--- config.mk ---
export PLATFORM = sky130hd
export DESIGN_NAME = xsde_front
export DESIGN_NICKNAME = d
export VERILOG_FILES = /design/src/xsde_pkg.sv /design/src/xsde_front.sv
export SDC_FILE = /design/constraint.sdc
export NUM_CORES = 1
export LEC_CHECK = 0
export BUFFER_PORTS_ARGS = -buffer_cell sky130_fd_sc_hd__buf_2
export CAP_MARGIN = 20
export CORE_MARGIN = 1.5
export CORE_UTILIZATION = 35
export CTS_CLUSTER_SIZE = 14
export DETAILED_ROUTE_END_ITERATION = 10
export GPL_TIMING_DRIVEN = 0
export PLACE_DENSITY = 0.71
export RECOVER_POWER = 100
export SYNTH_ARGS = -nofsm -noshare
export SYNTH_HDL_FRONTEND = slang
export SYNTH_SLANG_ARGS = --single-unit
--- constraint.sdc ---
create_clock -name clk -period 3.5 [get_ports clk]
set_clock_uncertainty 0.15 [all_clocks]
set_input_delay 0.175 -clock clk [delete_from_list [all_inputs] [get_ports clk]]
set_output_delay 0.175 -clock clk [all_outputs]
set_load 0.02 [all_outputs]
--- src/xsde_pkg.sv ---
// xsde_pkg: shared types and constants for the XOR sprite display engine.
// No dependencies.
package xsde_pkg;

  localparam int SCREEN_COLUMNS = 128;
  localparam int SCREEN_ROWS    = 64;
  localparam int ROW_WORDS      = SCREEN_COLUMNS / 64;
  localparam int ROW_BITS       = $clog2(SCREEN_ROWS);
  localparam int ADDR_BITS      = 1 + ROW_BITS + 1;
  localparam int STORE_DEPTH    = 2 * SCREEN_ROWS * ROW_WORDS;

  localparam logic [2:0] KIND_DRAW   = 3'd0;
  localparam logic [2:0] KIND_SCR_R  = 3'd1;
  localparam logic [2:0] KIND_SCR_L  = 3'd2;
  localparam logic [2:0] KIND_SCR_D  = 3'd3;
  localparam logic [2:0] KIND_READ   = 3'd4;
  localparam logic [2:0] KIND_WRITE  = 3'd5;

  // one queued command, as unpacked from the s_axis item
  typedef struct packed {
    logic [2:0]  kind;
    logic [1:0]  planes;
    logic [7:0]  x;
    logic [7:0]  y;
    logic [3:0]  row_index;
    logic [15:0] pattern;
    logic        wide;
    logic        low_res;
    logic        first_row;
    logic [3:0]  scroll_rows;
    logic [2:0]  word_index;
    logic        plane_select;
  } cmd_t;

  typedef struct packed {
    logic        collision;
    logic [15:0] read_data;
  } res_t;

endpackage

--- src/xsde_front.sv ---
// xsde_front: input stage and two-entry command queue.
// Depends on xsde_pkg.
module xsde_front (
  input  logic           clk,
  input  logic           rst,
  input  logic           in_valid,
  output logic           in_ready,
  input  xsde_pkg::cmd_t in_cmd,
  output logic           q_valid,
  input  logic           q_ready,
  output xsde_pkg::cmd_t q_cmd
);

  xsde_pkg::cmd_t slot [2];
  logic           rd_ptr;
  logic           wr_ptr;
  logic [1:0]     count;

  assign in_ready = (count != 2'd2);
  assign q_valid  = (count != 2'd0);
  assign q_cmd    = slot[rd_ptr];

  always_ff @(posedge clk) begin
    if (in_valid && in_ready) begin
      slot[wr_ptr] <= in_cmd;
    end
  end

  always_ff @(posedge clk) begin
    if (rst) begin
      rd_ptr <= 1'b0;
      wr_ptr <= 1'b0;
      count  <= 2'd0;
    end else begin
      if (in_valid && in_ready) wr_ptr <= ~wr_ptr;
      if (q_valid && q_ready) rd_ptr <= ~rd_ptr;
      count <= count + {1'b0, in_valid && in_ready} - {1'b0, q_valid && q_ready};
    end
  end

endmodule

# Yosys cells after proc, flatten, opt, wreduce, memory -nomap -nowiden
# Memory sizes are Yosys's and may differ from the RTL's. A register that Yosys moved wholly into a read port is not among the register bits.
# Index checks and enable logic that the tools add are counted.
dict set report totals {
  output_inout_bits 54
  elab_cells 16
  reg_bits 4
  ram_bits 104
  mem_count 1
}
dict set report op_classes {
  eq_ne 1
  bitwise 2
  n_reduce_logical 3
  add_sub_neg 2
  muxes 4
}
# name words word_bits rd rd_ports_with_merged_regs write_ports line
set memory_table {}
lappend memory_table {slot 2 52 1 1 1 xsde_front.sv:14} ;# xsde_pkg::cmd_t slot [2];
# cell n
set op_table {}
lappend op_table {{2-to-1 mux 1 bit} 4}
lappend op_table {{adder 2 x 1 -> 2 bit} 1}
lappend op_table {{logical AND 1 bit} 2}
lappend op_table {{inequality test 2 bit, second input constant} 1}
lappend op_table {{NOT 1 bit} 2}
lappend op_table {{nonzero test 2 bit} 1}
lappend op_table {{subtractor 2 x 1 -> 2 bit} 1}

# Logic depth before layout (Yosys ltp)
# Gate-level depths: netlist (run 1).
dict set report logic_depth {
  depth_word 4
  ltp_mapped 8
  ltp_nobuf 8
}

# Least setup slack after synthesis (run 1)
# OpenSTA, ideal clock, no wires.
dict set report synth_timing {
  path_kind {flip-flop to flip-flop}
  startpoint {reg count[0]}
  endpoint {mem slot[0][0] (netlist bit), enable pin}
  stages_incl_launch_ff 4
  path_buffers 0
  setup_ns 0.462
  slack_ns 0.065
  arrival_time_ns 2.824
  required_ns 2.888
  path_cell_list {dfxtp_1 nand2b_2 nand2_2 nor2_1}
}
dict set report synth_via {
  elab_chain_len 4
}
# element line
set synth_lines {}
lappend synth_lines {{from (decl)} xsde_front.sv:17} ;# logic [1:0] count;
lappend synth_lines {{from (signal assigned)} xsde_front.sv:37} ;# count <= count + {1'b0, in_valid && in_ready} - {1'b0, q_valid && q_ready};
lappend synth_lines {{inequality test 2 bit} xsde_front.sv:19} ;# assign in_ready = (count != 2'd2);
lappend synth_lines {{net in_ready} xsde_front.sv:7} ;# output logic in_ready,
lappend synth_lines {{logical AND 1 bit} xsde_front.sv:24} ;# if (in_valid && in_ready) begin
lappend synth_lines {{2-to-1 mux 1 bit} xsde_front.sv:24}
lappend synth_lines {{2-to-1 mux 1 bit (implied by the code)} xsde_front.sv:25} ;# slot[wr_ptr] <= in_cmd;
lappend synth_lines {{to (decl)} xsde_front.sv:14}
# The timed path passes the listed nets, and every way through them passes these cells.

# Worst setup path after layout (run 1)
dict set report layout_timing {
  startpoint {reg count[0]}
  endpoint {mem slot[0][46] (netlist bit), enable pin}
}
dict set report layout_via {
  elab_chain_len 4
}
# element line
set layout_lines {}
lappend layout_lines {{inequality test 2 bit} xsde_front.sv:19}
lappend layout_lines {{logical AND 1 bit} xsde_front.sv:24}
lappend layout_lines {{2-to-1 mux 1 bit} xsde_front.sv:24}
lappend layout_lines {{2-to-1 mux 1 bit (implied by the code)} xsde_front.sv:25}
# No other way between the ends.

==> results.yml, run 1 <==
floorplan:
  dieArea_sq_um: 12800
  start_util_pct: 35.63
  die_w_microns: 113.1
  num_rows: 40
  core_sq_um: 11910
  die_y_microns: 113.1
  io_pins: 110
placement:
  dp_hpwl_mm: 4.613
  port_buffers: 109
  gp_congestion: 0.6456
  post-place-cells: 444
worst_setup_path:
  r2r_cells: 4
  reg2reg_from: "count[0]"
  endpoint_kind: "flip-flop"
  cp_max_fo: 28
  rrSetupSlack_ps: 900
  worstPathArrival_ps: 2490
  critPathRequiredTime_ps: 3390
  worstSetupStartpointType: "flip-flop"
  critPathKind: "flip-flop to flip-flop"
  r2r-end: "slot[0][46]"
timing:
  max_freq_mhz: 384.4
  hold_viol: 0
  period_share_pct: 74.32
  post-route-min-period_ps: 2601
  setup_viol: 0
  drv_slew: 28
  setup_tns_ps: 0
  rsz0062_at_grt: "no"
  tightest_slew_ps: 1564
  relSlewSlack_pct: -4.361
route:
  wire_per_inst_microns: 14.30
  drt_iter0_markers: 103
  route.detailed.drc: 0
  ant_nets: 0
  wl_mm: 7.336
  dr.pass1.iters: 3
  via_count: 2249
  routed_via_density: 4.384
clock_tree:
  cts_inserted_buffers: 9
  clockRootBuffer: "clkbuf_16"
  clock_latency_ps: 340
  htree_levels: 3
  cts_resized: 0
  cts_tree: "built"
  cts_setup_buffers: 0
  clkSinkCount: 109
  clk_pin_slew_ps: 70
  cts_buffer_depth: 2
status:
  status: "complete, but fails checks"
  violations: "max-capacitance violations, max-slew violations"
pwr:
  power_frac_clock_pct: 24.9
  vdd_drop_max_mv: 0.3183
  power_density_nw_per_um2: 676.5
  p_leak_nw: 2.048
  pwr-share-comb_pct: 31.3
  p_seq_share_pct: 43.8
  p_switching_mw: 1.118
  p_sw_share_pct: 28.98
  internal_power_mw: 2.739
global_routing:
  track_usage_pct: 12.18
  grt_antenna_before_repair: 0
  grt_pass1_vias: 2369
  grt_max_degree: 35
  grt_pass1_wl_mm: 11.62
  busiest_layer: "met2"
  grt_util_met1_pct: 13.89
  grt_use_met2_pct: 21.17
  grt-ovfl-total: 0
  use_met3_pct: 4.124
logic_synthesis:
  syn_inst: 186
  synth_top_area_share_pct: 73.58
  ys_seq_area_share_pct: 75.94
  ys_types: 17
  syn_area_per_cell_sq_um: 22.82
  syn_nets: 244
  synth_area_leaders: "edfxtp_1, mux2_4, buf_12"
  synth_seq_cells: 109
  syn_area_sq_um: 4244
  synth_warnings: 0
  yosys.area.top_type: "edfxtp_1"
final_layout:
  final_common_cell: "edfxtp_1"
  nets: 419
  drive_gt1_share_pct: 25.14
  n_antenna_cell: 0
  syn_to_final_growth_pct: 34.35
  layout_common_cells: "edfxtp_1, clkbuf_1, dlygate4sd3_1"
  fin_cells: 513
min_path:
  hp-class: "input port to flip-flop"
  whs_path_depth: 4
  whs_endpoint: "rd_ptr"
  min-delay-start: "q_ready"
run:
  maxCapViolations: 1
## cell type report
class	instances	area, sq um
Sequential cell	109	3223
Multi-Input combinational cell	70	905.9
Inverter	1	3.754
Buffer	6	103.9
Timing Repair Buffer	164	999.7
Tap cell	147	183.9
Clock buffer	9	225.2
Fill cell	1055	6210
Clock inverter	7	56.30
## power by group through the flow
stage                     sequential, mW  combinational, mW  clock [mW]
final                               1.69               1.21       0.961
after detailed placement            1.72               1.23           0
after global placement              1.73               1.20           0
after floorplan                     1.71              0.906           0
after CTS                           1.69               1.28       0.998
after global routing                1.71               1.29        1.06
## synthesized netlist by cell type
library cell  instances
nand2b_2              1
inv_1                 1
mux2_4               51
xnor2_1               2
nor2b_1               2
nand2_2               1
dfxtp_1               5
edfxtp_1            104
xor2_1                1
or2_2                 1
o21a_1                1
mux2_2                2
buf_6                 1
ha_1                  2
buf_12                5
nor2_1                5
and3_1                1
## through the flow
step	hold WS, ps	util [%]	setup slack, ps	area (sq um)	total power [mW]
2_1_floorplan	96.61	-	64.78	4244	2.621
3_5_place_dp	217.3	42.16	1383	5022	2.953
4_1_cts	70.81	48.98	1364	5834	3.972
6_report	116.0	47.87	898.8	5702	3.857
3_3_place_gp	212.0	41.75	-1152	4974	2.928
5_1_grt	109.1	47.87	648.7	5702	4.054
## state kept, by name, indices dropped and copies added (netlist names), named ones only
register and flops:
wr_ptr 1, rd_ptr 1, count 2, slot 104
## how the worst max path moves through the flow
stage                  start           to  slack [ps]  depth (start not counted)
floorplan           count[0]   slot[0][0]          60                          3
CTS                 count[0]  slot[0][45]        1360                          4
global placement    count[0]  slot[0][27]       -1150                          3
finish              count[0]  slot[0][46]         900                          4
global route        count[0]  slot[0][42]         650                          4
detailed placement  count[0]  slot[0][46]        1380                          4
## worst max-delay path, stage by stage (launching register included)
cell,delay (ps)
dfxtp_1,370
nand2b_2,150
nand2_1,120
nor2_2,1190
buf_12,290
## routing by layer
| layer | part of all wire (%) | vias up |
|---|---|---|
| met3 | 5.2 | 7 |
| li1 | - | 1070 |
| met2 | 51 | 66 |
| met5 | 0 | - |
| met4 | 1.3 | 0 |
| met1 | 43 | 1106 |
## cells by family after synthesis
family | count (synthesis) | share of synthesized area [%]
AND/OR/NAND/NOR | 11 | 1.386
AO/OA/AOI/OAI | 1 | 0.1770
multiplexers | 53 | 18.57
XOR/XNOR | 3 | 0.6192
flip-flops | 109 | 75.94
adder cells (fa/ha/maj) | 2 | 0.5895
buffers and inverters | 7 | 2.712
## timing repair
| action | 4_1_cts | 5_1_grt |
|---|---|---|
| hold buffers | 53 | 0 |
| endpoints found under the setup margin | 0 | 0 |
| endpoints found under the hold margin | 108 | 0 |
Power figures use the tool's default switching activity.
==> run 2: changes to the inputs <==
clock period = 2.3 ns   (was 3.5 ns; I/O delays follow)
==> results.yml, run 2 (synthesis results as in run 1) <==
status:
  status: "finished clean"
timing:
  drv_slew: 0
  tightest_slew_ps: 809.1
  period_share_pct: 90.05
  post-route-min-period_ps: 2071
  fin_ws_ps: 228.9
  setup_viol: 0
  relSlewSlack_pct: 45.93
  max_freq_mhz: 482.8
  rsz0062_at_grt: "no"
  hold_viol: 0
floorplan:
  io_pins: 110
  dieArea_sq_um: 12800
  die_y_microns: 113.1
  core_sq_um: 11910
  start_util_pct: 35.63
  die_w_microns: 113.1
  num_rows: 40
pwr:
  power_mw: 5.881
  power_density_nw_per_um2: 1030
  vdd_drop_max_mv: 0.6340
  p_leak_nw: 2.074
min_path:
  hp-class: "input port to flip-flop"
final_layout:
  nets: 419
  fill_cells: 1064
  n_antenna_cell: 0
  largest_register_ff_count: 104
  largest-register: "slot"
  syn_to_final_growth_pct: 34.52
  top_regs: "slot x104, count x2"
  design_area_sq_um: 5709
  layout_common_cells: "edfxtp_1, clkbuf_1, dlygate4sd3_1"
  drive_gt1_share_pct: 28.77
  final_common_cell: "edfxtp_1"
worst_setup_path:
  worstSetupStartpointType: "flip-flop"
  critPathKind: "flip-flop to flip-flop"
  worstPathArrival_ps: 1960
  critPathRequiredTime_ps: 2190
  cp_max_fo: 27
  endpoint_kind: "flip-flop"
clock_tree:
  cts_setup_buffers: 0
  clockRootBuffer: "clkbuf_16"
  htree_levels: 3
  cts_resized: 0
  cts_tree: "built"
  clock_latency_ps: 340
  clkSinkCount: 109
  clk_pin_slew_ps: 60
  cts_buffer_depth: 2
  cts_inserted_buffers: 9
route:
  ant_nets: 0
  drt_iter0_markers: 66
  wl_mm: 7.543
  dr.pass1.iters: 4
  via_count: 2255
  route.detailed.drc: 0
  wire_per_inst_microns: 14.73
  routed_via_density: 4.404
global_routing:
  grt-ovfl-total: 0
  grt_pass1_vias: 2397
  track_usage_pct: 12.33
  grt_max_degree: 36
  grt_pass1_wl_mm: 11.64
  grt_antenna_before_repair: 0
placement:
  dp_hpwl_mm: 4.808
  placed_cell_area_sq_um: 5022
  gp_congestion: 0.6677
  dp_slack_ps: 248.6
  port_buffers: 109
run:
  maxCapViolations: 0
run 2: metal layers:
layer	up-vias	track usage [%]	share of wire [%]
met1	1096	13.51	42
met2	72	21.37	50
met5	-	0	0
met4	0	5.583	2.2
met3	13	4.553	5.2
li1	1074	-	-
run 2: layout make-up:
| type | instances | area [sq um] | share of cell area, % |
|---|---|---|---|
| clock buffer | 9 | 225.2 | 3.945 |
| clock inverter | 6 | 55.05 | 0.9643 |
| tap | 147 | 183.9 | 3.222 |
| buffer | 6 | 105.1 | 1.841 |
| timing repair buffer | 164 | 1001 | 17.53 |
| sequential | 109 | 3223 | 56.45 |
| multi-input combinational | 70 | 912.1 | 15.98 |
| inverter | 1 | 3.754 | 0.06575 |
run 2: worst max-delay path, cell delays in order, from the launching register on:
cell	delay [ps]
dfxtp_1	370
nand2b_2	150
nand2_1	140
nor2_4	660
buf_12	290
run 2: path summary, 6_finish.rpt:
check        slack, ps  cells past startpoint          end  startpoint
max reg2reg        230                      4  slot[0][38]    count[0]
min reg2reg        380                      2    flip-flop      rd_ptr
max                230                      4  slot[0][38]    count[0]
min                 80                      4    flip-flop     q_ready
run 2: power by group:
part	internal [mW]	switching, mW
logic	0.847	0.993
registers	2.49	0.0775
clock network	0.826	0.643
total	4.17	1.71
run 2: through the flow:
| stage | hold slack (ps) | utilization (%) | TNS, ps | instances |
|---|---|---|---|---|
| after floorplan | 36.61 | - | 0 | 186 |
| after global routing | 95.02 | 47.93 | 0 | 512 |
| after CTS | 5.168 | 48.97 | 0 | 512 |
| after detailed placement | 157.4 | 42.16 | 0 | 444 |
| final | 81.14 | 47.93 | 0 | 512 |
| after global placement | 152.4 | 41.83 | -4474 | 442 |
run 2: what timing repair did:
item	4_1_cts	5_1_grt
endpoints found under the hold margin	108	0
endpoints found under the setup margin	0	0
hold buffers	53	0
